===== src/design/sha1md_pkg.sv =====
`timescale 1ns / 1ps
`default_nettype none

package sha1md_pkg;

  // Field widths of the two channels.
  localparam int unsigned ByteW  = 8;
  localparam int unsigned WordW  = 32;
  localparam int unsigned WnumW  = 3;
  localparam int unsigned CountW = 61;
  localparam int unsigned LenW   = 64;
  localparam int unsigned RoundW = 7;

  localparam int unsigned NumChain  = 5;
  localparam int unsigned NumWin    = 16;
  localparam int unsigned LastRound = 79;

  typedef logic [WordW-1:0] word_t;
  typedef logic [ByteW-1:0] byte_t;

  // Initial chaining values.
  localparam word_t H0 = 32'h67452301;
  localparam word_t H1 = 32'hEFCDAB89;
  localparam word_t H2 = 32'h98BADCFE;
  localparam word_t H3 = 32'h10325476;
  localparam word_t H4 = 32'hC3D2E1F0;

  // Round constants for the four groups of twenty rounds.
  localparam word_t K0 = 32'h5A827999;
  localparam word_t K1 = 32'h6ED9EBA1;
  localparam word_t K2 = 32'h8F1BBCDC;
  localparam word_t K3 = 32'hCA62C1D6;

  localparam byte_t PadMark = 8'h80;

  // Position of the last digest word.
  localparam logic [WnumW-1:0] LastWnum = 3'd4;

  function automatic word_t rotl(input word_t v, input int unsigned n);
    rotl = (v << n) | (v >> (WordW - n));
  endfunction

  // Round function, chosen by the round group.
  function automatic word_t round_f(input logic [RoundW-1:0] t, input word_t b,
                                    input word_t c, input word_t d);
    if (t < 7'd20) begin
      round_f = (b & c) | (~b & d);
    end else if (t < 7'd40) begin
      round_f = b ^ c ^ d;
    end else if (t < 7'd60) begin
      round_f = (b & c) | (b & d) | (c & d);
    end else begin
      round_f = b ^ c ^ d;
    end
  endfunction

  function automatic word_t round_k(input logic [RoundW-1:0] t);
    if (t < 7'd20) begin
      round_k = K0;
    end else if (t < 7'd40) begin
      round_k = K1;
    end else if (t < 7'd60) begin
      round_k = K2;
    end else begin
      round_k = K3;
    end
  endfunction

endpackage

`default_nettype wire


===== src/design/sha1md_ifs.sv =====
`timescale 1ns / 1ps
`default_nettype none

// Message channel: at most one byte per item.
interface sha1md_in_if
  import sha1md_pkg::*;
  ();
  logic              valid;
  logic              ready;
  logic [ByteW-1:0]  data_byte;
  logic              byte_present;
  logic              end_of_message;

  modport source (output valid, data_byte, byte_present, end_of_message, input ready);
  modport sink   (input valid, data_byte, byte_present, end_of_message, output ready);
endinterface

// Digest channel: one 32-bit digest word per item.
interface sha1md_out_if
  import sha1md_pkg::*;
  ();
  logic              valid;
  logic              ready;
  logic [WordW-1:0]  digest_word;
  logic [WnumW-1:0]  word_number;
  logic              last_word;

  modport source (output valid, digest_word, word_number, last_word, input ready);
  modport sink   (input valid, digest_word, word_number, last_word, output ready);
endinterface

`default_nettype wire


===== src/design/sha1_message_digest.sv =====
`timescale 1ns / 1ps
`default_nettype none

// SHA-1 digest of a byte stream. Each item carries at most one message byte and
// a flag that closes the message; a closing item without a byte is allowed, so
// the empty message is covered. A byte item is taken at once, except that
// the byte completing a 64-byte block starts the compression: one shared round
// datapath runs the 80 rounds one per cycle, then a fold step adds the result
// into the chaining words; the input is not ready until that is done. On
// the closing item the block feeds the padding itself, one pad byte per cycle
// (0x80, zeros, eight length bytes), compressing one or two more blocks, and
// then offers the five digest words, most significant first, one per item; the
// fifth carries last_word. The input is not ready from the closing item until
// the fifth word is taken. The bit length is taken modulo 2^64.
module sha1_message_digest
  import sha1md_pkg::*;
(
  input  wire        clk,
  input  wire        rst_n,
  sha1md_in_if.sink    in_item,
  sha1md_out_if.source out_item
);

  typedef enum logic [2:0] {
    S_IDLE,
    S_PAD,
    S_ROUND,
    S_FOLD,
    S_OUT
  } state_t;

  // Control state.
  state_t              state_r, state_nxt;
  logic [RoundW-1:0]   round_r, round_nxt;
  logic [CountW-1:0]   count_r, count_nxt;
  logic                pad_r, pad_nxt;
  logic                mark_r, mark_nxt;
  logic                wrap_r, wrap_nxt;
  logic                lastblk_r, lastblk_nxt;
  logic                fpend_r, fpend_nxt;
  logic [WnumW-1:0]    oidx_r, oidx_nxt;
  logic                out_valid_r, out_valid_nxt;
  word_t               chain_r [NumChain];
  word_t               chain_nxt [NumChain];

  // Datapath state.
  logic [23:0]         acc_r, acc_nxt;
  word_t               win_r [NumWin];
  word_t               win_nxt [NumWin];
  word_t               work_r [NumChain];
  word_t               work_nxt [NumChain];
  logic [LenW-1:0]     len_r, len_nxt;

  logic [CountW-1:0]   count_inc;
  logic [5:0]          pos;
  logic                feed_en;
  byte_t               feed_byte;
  logic                in_fire;
  logic                out_fire;
  word_t               w_new;
  word_t               w_use;
  word_t               round_sum;

  assign count_inc = count_r + 61'd1;
  assign pos       = count_r[5:0];
  assign in_fire   = in_item.valid && in_item.ready;
  assign out_fire  = out_item.valid && out_item.ready;

  assign in_item.ready         = (state_r == S_IDLE);
  assign out_item.valid        = out_valid_r;
  assign out_item.digest_word  = chain_r[oidx_r];
  assign out_item.word_number  = oidx_r;
  assign out_item.last_word    = (oidx_r == LastWnum);

  // Schedule expansion and one compression round from fixed window taps.
  assign w_new     = rotl(win_r[13] ^ win_r[8] ^ win_r[2] ^ win_r[0], 1);
  assign w_use     = (round_r < 7'd16) ? win_r[0] : w_new;
  assign round_sum = rotl(work_r[0], 5) + round_f(round_r, work_r[1], work_r[2], work_r[3])
                     + work_r[4] + w_use + round_k(round_r);

  // Byte source: message bytes when idle, padding bytes while padding.
  always_comb begin
    feed_en   = 1'b0;
    feed_byte = in_item.data_byte;
    if (state_r == S_IDLE) begin
      feed_en = in_fire && in_item.byte_present;
    end else if (state_r == S_PAD) begin
      feed_en = 1'b1;
      if (!mark_r) begin
        feed_byte = PadMark;
      end else if (wrap_r || pos < 6'd56) begin
        feed_byte = '0;
      end else begin
        feed_byte = len_r[LenW-1 -: ByteW];
      end
    end
  end

  // Next-state logic.
  always_comb begin
    state_nxt     = state_r;
    round_nxt     = round_r;
    count_nxt     = count_r;
    pad_nxt       = pad_r;
    mark_nxt      = mark_r;
    wrap_nxt      = wrap_r;
    lastblk_nxt   = lastblk_r;
    fpend_nxt     = fpend_r;
    oidx_nxt      = oidx_r;
    out_valid_nxt = out_valid_r;
    acc_nxt       = acc_r;
    len_nxt       = len_r;
    for (int i = 0; i < NumChain; i++) begin
      chain_nxt[i] = chain_r[i];
      work_nxt[i]  = work_r[i];
    end
    for (int i = 0; i < NumWin; i++) begin
      win_nxt[i] = win_r[i];
    end

    // Pack a byte big-endian; a full word shifts into the window.
    if (feed_en) begin
      count_nxt = count_inc;
      if (pos[1:0] == 2'd3) begin
        for (int i = 0; i < NumWin - 1; i++) begin
          win_nxt[i] = win_r[i+1];
        end
        win_nxt[NumWin-1] = {acc_r, feed_byte};
      end else begin
        acc_nxt = {acc_r[15:0], feed_byte};
      end
    end

    case (state_r)
      S_IDLE: begin
        if (in_fire) begin
          if (in_item.byte_present && pos == 6'd63) begin
            state_nxt = S_ROUND;
            fpend_nxt = in_item.end_of_message;
          end else if (in_item.end_of_message) begin
            state_nxt = S_PAD;
            pad_nxt   = 1'b1;
            mark_nxt  = 1'b0;
            wrap_nxt  = 1'b0;
            len_nxt   = {(in_item.byte_present ? count_inc : count_r), 3'b000};
          end
        end
      end

      S_PAD: begin
        if (!mark_r) begin
          mark_nxt = 1'b1;
          wrap_nxt = (pos >= 6'd56);
        end else if (!wrap_r && pos >= 6'd56) begin
          len_nxt = len_r << ByteW;
          if (pos == 6'd63) begin
            lastblk_nxt = 1'b1;
          end
        end
        if (pos == 6'd63) begin
          wrap_nxt  = 1'b0;
          state_nxt = S_ROUND;
        end
      end

      S_ROUND: begin
        for (int i = 0; i < NumWin - 1; i++) begin
          win_nxt[i] = win_r[i+1];
        end
        win_nxt[NumWin-1] = w_use;
        work_nxt[4] = work_r[3];
        work_nxt[3] = work_r[2];
        work_nxt[2] = rotl(work_r[1], 30);
        work_nxt[1] = work_r[0];
        work_nxt[0] = round_sum;
        if (round_r == RoundW'(LastRound)) begin
          round_nxt = '0;
          state_nxt = S_FOLD;
        end else begin
          round_nxt = round_r + 7'd1;
        end
      end

      S_FOLD: begin
        for (int i = 0; i < NumChain; i++) begin
          chain_nxt[i] = chain_r[i] + work_r[i];
        end
        if (lastblk_r) begin
          state_nxt     = S_OUT;
          oidx_nxt      = '0;
          out_valid_nxt = 1'b1;
        end else if (pad_r) begin
          state_nxt = S_PAD;
        end else if (fpend_r) begin
          state_nxt = S_PAD;
          fpend_nxt = 1'b0;
          pad_nxt   = 1'b1;
          mark_nxt  = 1'b0;
          wrap_nxt  = 1'b0;
          len_nxt   = {count_r, 3'b000};
        end else begin
          state_nxt = S_IDLE;
        end
      end

      S_OUT: begin
        if (out_fire) begin
          if (oidx_r == LastWnum) begin
            state_nxt     = S_IDLE;
            out_valid_nxt = 1'b0;
            count_nxt     = '0;
            pad_nxt       = 1'b0;
            mark_nxt      = 1'b0;
            wrap_nxt      = 1'b0;
            lastblk_nxt   = 1'b0;
            chain_nxt[0]  = H0;
            chain_nxt[1]  = H1;
            chain_nxt[2]  = H2;
            chain_nxt[3]  = H3;
            chain_nxt[4]  = H4;
          end else begin
            oidx_nxt = oidx_r + 3'd1;
          end
        end
      end

      default: begin
        state_nxt = S_IDLE;
      end
    endcase

    // Entering the rounds loads the working words from the chain.
    if (state_r != S_ROUND && state_nxt == S_ROUND) begin
      for (int i = 0; i < NumChain; i++) begin
        work_nxt[i] = chain_r[i];
      end
      round_nxt = '0;
    end
  end

  // Control registers, state and output valid.
  always_ff @(posedge clk) begin
    if (!rst_n) begin
      state_r     <= S_IDLE;
      round_r     <= '0;
      count_r     <= '0;
      pad_r       <= 1'b0;
      mark_r      <= 1'b0;
      wrap_r      <= 1'b0;
      lastblk_r   <= 1'b0;
      fpend_r     <= 1'b0;
      oidx_r      <= '0;
      out_valid_r <= 1'b0;
      chain_r[0]  <= H0;
      chain_r[1]  <= H1;
      chain_r[2]  <= H2;
      chain_r[3]  <= H3;
      chain_r[4]  <= H4;
    end else begin
      state_r     <= state_nxt;
      round_r     <= round_nxt;
      count_r     <= count_nxt;
      pad_r       <= pad_nxt;
      mark_r      <= mark_nxt;
      wrap_r      <= wrap_nxt;
      lastblk_r   <= lastblk_nxt;
      fpend_r     <= fpend_nxt;
      oidx_r      <= oidx_nxt;
      out_valid_r <= out_valid_nxt;
      for (int i = 0; i < NumChain; i++) begin
        chain_r[i] <= chain_nxt[i];
      end
    end
  end

  // Datapath registers.
  always_ff @(posedge clk) begin
    acc_r <= acc_nxt;
    len_r <= len_nxt;
    for (int i = 0; i < NumChain; i++) begin
      work_r[i] <= work_nxt[i];
    end
    for (int i = 0; i < NumWin; i++) begin
      win_r[i] <= win_nxt[i];
    end
  end

  // The input is never open while a digest word is pending.
  a_ready_excl: assert property (@(posedge clk) disable iff (!rst_n)
    in_item.ready |-> !out_item.valid)
    else $error("input ready while digest word pending");

  // The round counter stays within one block.
  a_round_range: assert property (@(posedge clk) disable iff (!rst_n)
    round_r <= RoundW'(LastRound))
    else $error("round counter out of range");

  // The last round is always followed by the chaining update.
  a_round_fold: assert property (@(posedge clk) disable iff (!rst_n)
    (state_r == S_ROUND && round_r == RoundW'(LastRound)) |=> state_r == S_FOLD)
    else $error("missing chaining update after last round");

  // Taking the fifth word returns the block to accepting bytes.
  a_out_done: assert property (@(posedge clk) disable iff (!rst_n)
    (out_fire && out_item.last_word) |=> (in_item.ready && count_r == '0))
    else $error("block not idle after final digest word");

  // Digest words are offered only after the length block is compressed.
  a_out_start: assert property (@(posedge clk) disable iff (!rst_n)
    $rose(out_valid_r) |-> ($past(state_r) == S_FOLD && oidx_r == '0))
    else $error("digest output started out of order");

endmodule

`default_nettype wire


===== src/flat_wrapper.sv =====
// flat-port wrapper written by rule: the top's interface ports become plain ports
module sha1_message_digest_flat import sha1md_pkg::*;
  (clk, rst_n, in_item_valid, in_item_data_byte, in_item_byte_present, in_item_end_of_message, in_item_ready, out_item_valid, out_item_digest_word, out_item_word_number, out_item_last_word, out_item_ready);
  sha1md_in_if in_item_i ();
  sha1md_out_if out_item_i ();
  input  wire clk;
  input  wire rst_n;
  input wire logic [$bits(in_item_i.valid)-1:0] in_item_valid;
  input wire logic [$bits(in_item_i.data_byte)-1:0] in_item_data_byte;
  input wire logic [$bits(in_item_i.byte_present)-1:0] in_item_byte_present;
  input wire logic [$bits(in_item_i.end_of_message)-1:0] in_item_end_of_message;
  output wire logic [$bits(in_item_i.ready)-1:0] in_item_ready;
  output wire logic [$bits(out_item_i.valid)-1:0] out_item_valid;
  output wire logic [$bits(out_item_i.digest_word)-1:0] out_item_digest_word;
  output wire logic [$bits(out_item_i.word_number)-1:0] out_item_word_number;
  output wire logic [$bits(out_item_i.last_word)-1:0] out_item_last_word;
  input wire logic [$bits(out_item_i.ready)-1:0] out_item_ready;
  assign in_item_i.valid = in_item_valid;
  assign in_item_i.data_byte = in_item_data_byte;
  assign in_item_i.byte_present = in_item_byte_present;
  assign in_item_i.end_of_message = in_item_end_of_message;
  assign in_item_ready = in_item_i.ready;
  assign out_item_valid = out_item_i.valid;
  assign out_item_digest_word = out_item_i.digest_word;
  assign out_item_word_number = out_item_i.word_number;
  assign out_item_last_word = out_item_i.last_word;
  assign out_item_i.ready = out_item_ready;
  sha1_message_digest u_core (.clk(clk), .rst_n(rst_n), .in_item(in_item_i), .out_item(out_item_i));
endmodule

===== config.mk =====
export PLATFORM = sky130hd
export DESIGN_NAME = sha1_message_digest_flat
export DESIGN_NICKNAME = d
export VERILOG_FILES = /design/src/design/sha1md_pkg.sv /design/src/design/sha1md_ifs.sv /design/src/design/sha1_message_digest.sv /design/src/flat_wrapper.sv
export SDC_FILE = /design/constraint.sdc
export NUM_CORES = 2
export LEC_CHECK = 0
export ABC_AREA = 1
export BUFFER_PORTS_ARGS = -buffer_cell sky130_fd_sc_hd__buf_4
export CAP_MARGIN = 20
export CORE_ASPECT_RATIO = 0.75
export CORE_MARGIN = 2
export CORE_UTILIZATION = 45
export DETAILED_ROUTE_END_ITERATION = 8
export GPL_TIMING_DRIVEN = 0
export PLACE_DENSITY = 0.66
export SLEW_MARGIN = 10
export SYNTH_ARGS = -nofsm -noshare
export SYNTH_HDL_FRONTEND = slang
export SYNTH_SLANG_ARGS = --single-unit

===== constraint.sdc =====
create_clock -name clk -period 64.3 [get_ports clk]
set_clock_uncertainty 0.1 [all_clocks]
set_input_delay 0 -clock clk [delete_from_list [all_inputs] [get_ports clk]]
set_output_delay 0 -clock clk [all_outputs]
set_load 0.005 [all_outputs]

# [Word-level counts from Yosys, hierarchy flattened]
# Memories as Yosys holds them, arrays and structs flattened. A register that Yosys moved wholly into a read port is not among the register bits.
# Cells that the tools add are included.
[classes] n_addsub=12 n_lt_le_gt_ge=6 n_eq_ne=25 mux=90 bitwise=23 n_reduce_logical=25
[op_table] cell="two-way mux 512 bit" count=3
[op_table] cell="two-way mux 160 bit" count=4
[op_table] cell="two-way mux 64 bit" count=8
[op_table] cell="two-way mux 32 bit" count=11
[op_table] cell="one-hot mux 160 bit (2 select lines)" count=1
[op_table] cell="two-way mux 61 bit" count=5
[op_table] cell="adder 32 bit" count=9
[op_table] cell="one-hot mux 64 bit (3 select lines)" count=1
[op_table] cell="XOR 32 bit" count=5
[op_table] cell="AND 32 bit" count=4
[op_table] cell="OR 32 bit" count=3
[op_table] cell="adder 61 x 1 -> 61 bit (second input constant)" count=1
[op_table] cell="two-way mux 3 bit" count=14
[op_table] cell="two-way mux 8 bit" count=4
[op_table] cell="inverter 32 bit" count=1
[op_table] cell="OR 32 x 1 -> 32 bit" count=1
[op_table] cell="OR 32 x 30 -> 32 bit" count=1
[op_table] cell="OR 32 x 5 -> 32 bit" count=1
[op_table] cell="two-way mux 31 bit" count=1
[op_table] cell="two-way mux 1 bit" count=29
[op_table] cell="inequality test 2 bit (second input constant)" count=10
[op_table] cell="AND reduction 9 bit" count=2
[op_table] cell="one-hot mux 3 bit (5 select lines)" count=1
[op_table] cell="less-than comparator 7 x 5 -> 1 bit (second input constant)" count=2
[op_table] cell="35 further kinds" count=59
[totals] reg_bits=168 ramBits=832 output_inout_bits=38 word_cells=196 mem_count=3
[memory_table] memory="u_core.win_r" depth=16 width=32 rd=16 rd_ports_with_merged_regs=0 write_ports=16 line_no="sha1_message_digest.sv:48" rtl="word_t win_r [NumWin];"
[memory_table] memory="u_core.chain_r" depth=5 width=32 rd=6 rd_ports_with_merged_regs=1 write_ports=5 line_no="sha1_message_digest.sv:43" rtl="word_t chain_r [NumChain];"
[memory_table] memory="u_core.work_r" depth=5 width=32 rd=5 rd_ports_with_merged_regs=0 write_ports=5 line_no="sha1_message_digest.sv:50" rtl="word_t work_r [NumChain];"

# [Logic depth before layout (Yosys ltp)]
# An unclocked memory read counts as a cell.
[logic_depth] word_depth=13 mapped_depth=28

# [Least setup slack after synthesis]
# Ideal clock, no wire load.
[synth_path] path_kind="reg2reg" start="register u_core.state_r[1] (netlist name)" end="memory u_core.win_r[0][0] (netlist bit) (enable)" setup_time_ns=2.097 t_arrival_ns=36.613 t_required_ns=62.103 setup_slack_ns=25.490 path_stages_with_launch=8 n_path_buf=0 synth_period_minus_slack_ns=38.810 cell_sequence="dfxtp_1 nor2_2 inv_1 nor2_4 nand3_1 nand2_4 inv_2 o21ai_0"
[synth_lines] item="to (decl)" line_no="sha1_message_digest.sv:48"

==> results.yml <==
timing:
  fin_crit_ps: 7282
  maxSlewHeadroom: 0.1036
  period_share: 0.1133
  hold_violations: 0
  tightest_slew_ps: 1345
  fin_ws_ps: 57020
  max_freq_mhz: 137.3
  setup_viol: 0
  fin_setup_tns_ps: 0
  slew_violations: 0
  rsz0062_at_grt: "no"
final_layout:
  drive_gt1_frac: 0.05517
  areaGrowthSynthToFinish_pct: 12.24
  fin_util: 0.5075
  final_nets: 6715
  final_cell_mix: "nand2_1 (1353), edfxtp_1 (757), inv_1 (703), a21oi_1 (503), o21ai_0 (491)"
  layout_commonest_cell: "nand2_1"
floorplan:
  die_x_um: 408.2
  core_mm2: 0.1219
  start_util: 0.4521
  die-area_mm2: 0.1254
  ioPinCount: 52
  fp.dieH_um: 307.1
  rows: 111
clock_network:
  cts_setup_buffers: 0
  ctsHoldBuffers: 15
  cts_tree: "built"
  htreeDepth: 3
  insertion_delay_ps: 780
  cts.path.max_buffers: 3
  cts_root_buffer: "clkbuf_16"
  clk_pin_slew_ps: 60
  cts_inserted_buffers: 98
  clock-sinks: 1000
  ctsResizeCount: 0
place:
  hpwl_um: 186000
  portBuffers: 50
  dp_slack_ps: 57300
  gp_congestion: 1.041
critical_path:
  crit_path_max_fanout: 11
  cpMaxStageDelayCell: "clkbuf_1"
  reg2regPathDepth: 20
  timing.rr.start: "u_core.round_r[5]$_SDFFE_PP0P_"
  worst_setup_path_start_kind: "flop"
  worstPathRequired_ps: 64650
  cp_common_cell: "nand2_1"
  max_stage_delay_ps: 790
  cpLargestDelayFamily: "adder cells"
  endpoint_kind: "flop"
  worstSetupPathType: "reg -> reg"
  r2r-end: "u_core.work_r[0][24]$_DFFE_PP_"
  arrival_ps: 7630
  timing.critical_path.buf_inv: 4
  path_cells: "nand2_1, nand3_1, inv_1, nand2_1, nand2_1, inv_1, clkbuf_1, o221ai_1, fa_1, fa_1, fa_1, inv_1, ha_1, a21oi_1, nand2_1, a21oi_1, nand3_1, or2_2, nand3_1, o21ai_1"
  r2r_slack_ps: 57020
global_routing:
  grt-ovfl-total: 0
  grt_use_total: 0.3620
  grt_first_pass_wirelength_um: 321600
  first_global_vias: 43280
  antenna_found_initial: 15
  grt_max_degree: 57
pwr:
  irDropWorstVdd_v: 0.00002458
  p_leak_uw: 0.02386
  power_density_mw_per_mm2: 22.64
drt:
  post_drt_via_cell_ratio: 5.929
  routed_wirelength_um: 230600
  drc: 0
  postRouteAntennaNets: 0
  drtPass1Iterations: 6
  wl_per_cell_um: 28.55
  drtIter0Drc: 6807
  via_count: 47880
logic_synthesis:
  yosys_warnings: 0
  syn-mean-instance-area_um2: 8.981
  postSynthCellCount: 6139
  synthFlopType: "edfxtp_1"
  synth-seq-area-share: 0.5005
  synthArstFlopShare: 0
  netlist_area_mm2: 0.05513
  syn-num-nets: 6502
  synth.lib_cells_used.distinct: 51
  synth-edff-count: 757
  synth-seq-cells: 1000
run:
  cap_violations: 0
hold_path:
  hold_end: "u_core.acc_r[1]$_DFFE_PP_"
  hold-path-cell-count: 3
  hold_class: "in -> reg"
  hp-start: "in_item_data_byte[1]"
outcome:
  outcome: "finished clean"
## logic make-up (layout without fill, tap and decap cells)
| group | Yosys count | in the layout | share of synthesized area |
|---|---|---|---|
| compound gates | 1282 | 1282 | 0.1282 |
| xor+xnor | 191 | 191 | 0.03034 |
| fa+ha+maj | 349 | 349 | 0.09609 |
| buf+inv | 907 | 1203 | 0.06311 |
| flops | 1000 | 1000 | 0.5005 |
| other cells | 0 | 3 | 0 |
| simple gates | 2410 | 2410 | 0.1817 |
## power by group
group          switching [uW]  internal, uW
clock                     270           329
combinational            52.8          23.3
sequential               13.1           713
## Yosys cell counts, types with 18 or more instances
master	n	share of area
o21ai_1	18	0.0016
o211ai_1	73	0.0099
fa_1	124	0.045
or2_2	28	0.0032
nor3_1	101	0.0092
nand3_1	314	0.029
a31oi_1	44	0.0050
o22ai_1	29	0.0033
o21ai_0	492	0.045
nand4_1	71	0.0081
xnor2_1	112	0.018
clkbuf_1	122	0.0083
edfxtp_1	757	0.41
o21bai_1	22	0.0030
ha_1	225	0.051
nand2_1	1354	0.092
buf_2	50	0.0045
a221oi_1	32	0.0051
xor2_1	79	0.013
a21oi_1	503	0.046
inv_1	703	0.048
dfxtp_1	243	0.088
nor2_1	482	0.033
## area by class of cell
type,count,area (um2)
Timing Repair Buffer,113,1379
Fill cell,11570,60060
Antenna cell,3,7.507
Clock inverter,56,644.4
Sequential cell,1000,27600
Tap cell,1638,2049
Clock buffer,127,2633
Inverter,713,2676
Buffer,194,812.0
Multi-Input combinational cell,4232,24080
## flip-flops by register name, indices dropped and copies added (netlist names), named ones only
name / flops
u_core.win_r: 512
u_core.chain_r: 160
u_core.work_r: 160
u_core.count_r: 61
u_core.len_r: 61
u_core.acc_r: 24
u_core.round_r: 7
u_core.out_item.word_number: 3
u_core.state_r: 3
u_core.fpend_r: 1
u_core.lastblk_r: 1
u_core.mark_r: 1
u_core.out_item.valid: 1
u_core.pad_r: 1
u_core.wrap_r: 1
## worst max-delay path by stage
stage                                    from                              to  slack [ps]  cells after the start
2_1_floorplan    u_core.state_r[1]$_SDFF_PN0_    u_core.win_r[0][0]$_DFFE_PP_       25490                      7
3_3_place_gp     u_core.state_r[1]$_SDFF_PN0_  u_core.win_r[0][126]$_DFFE_PP_       12780                      7
3_5_place_dp   u_core.round_r[5]$_SDFFE_PP0P_  u_core.work_r[0][24]$_DFFE_PP_       57300                     20
4_1_cts        u_core.round_r[5]$_SDFFE_PP0P_  u_core.work_r[0][24]$_DFFE_PP_       57250                     20
5_1_grt        u_core.round_r[5]$_SDFFE_PP0P_  u_core.work_r[0][17]$_DFFE_PP_       56830                     25
6_report       u_core.round_r[5]$_SDFFE_PP0P_  u_core.work_r[0][24]$_DFFE_PP_       57020                     20
## metrics by stage
step,std cells,power (uW),hold slack (ps),area (um2)
after detailed placement,7869,812.4,262.5,58390
final,8076,1401,87.38,61880
after CTS,8067,1405,36.36,61820
after global routing,8073,1440,53.70,61870
after floorplan,6139,792.1,99.78,55130
after global placement,7827,824.2,254.4,57560
## metal layers
layer / up-vias / GRT usage / wire (um)
met4: 4 / 0.08221 / 5521
met1: 23680 / 0.5768 / 109400
met3: 270 / 0.1129 / 29130
met5: - / 0 / 29
met2: 2582 / 0.4667 / 86500
li1: 21340 / - / -
## worst reg2reg max path, cell delays in order (launching register included)
cell and delay [ps]:
dfxtp_1 420, nand2_1 100, nand3_1 450, inv_1 310, nand2_1 200, nand2_1 150, inv_1 240, clkbuf_1 790
o221ai_1 570, fa_1 710, fa_1 440, fa_1 500, inv_1 50, ha_1 410, a21oi_1 400, nand2_1 140
a21oi_1 150, nand3_1 160, or2_2 310, nand3_1 240, o21ai_1 140
(Power assumes the default switching activity.)
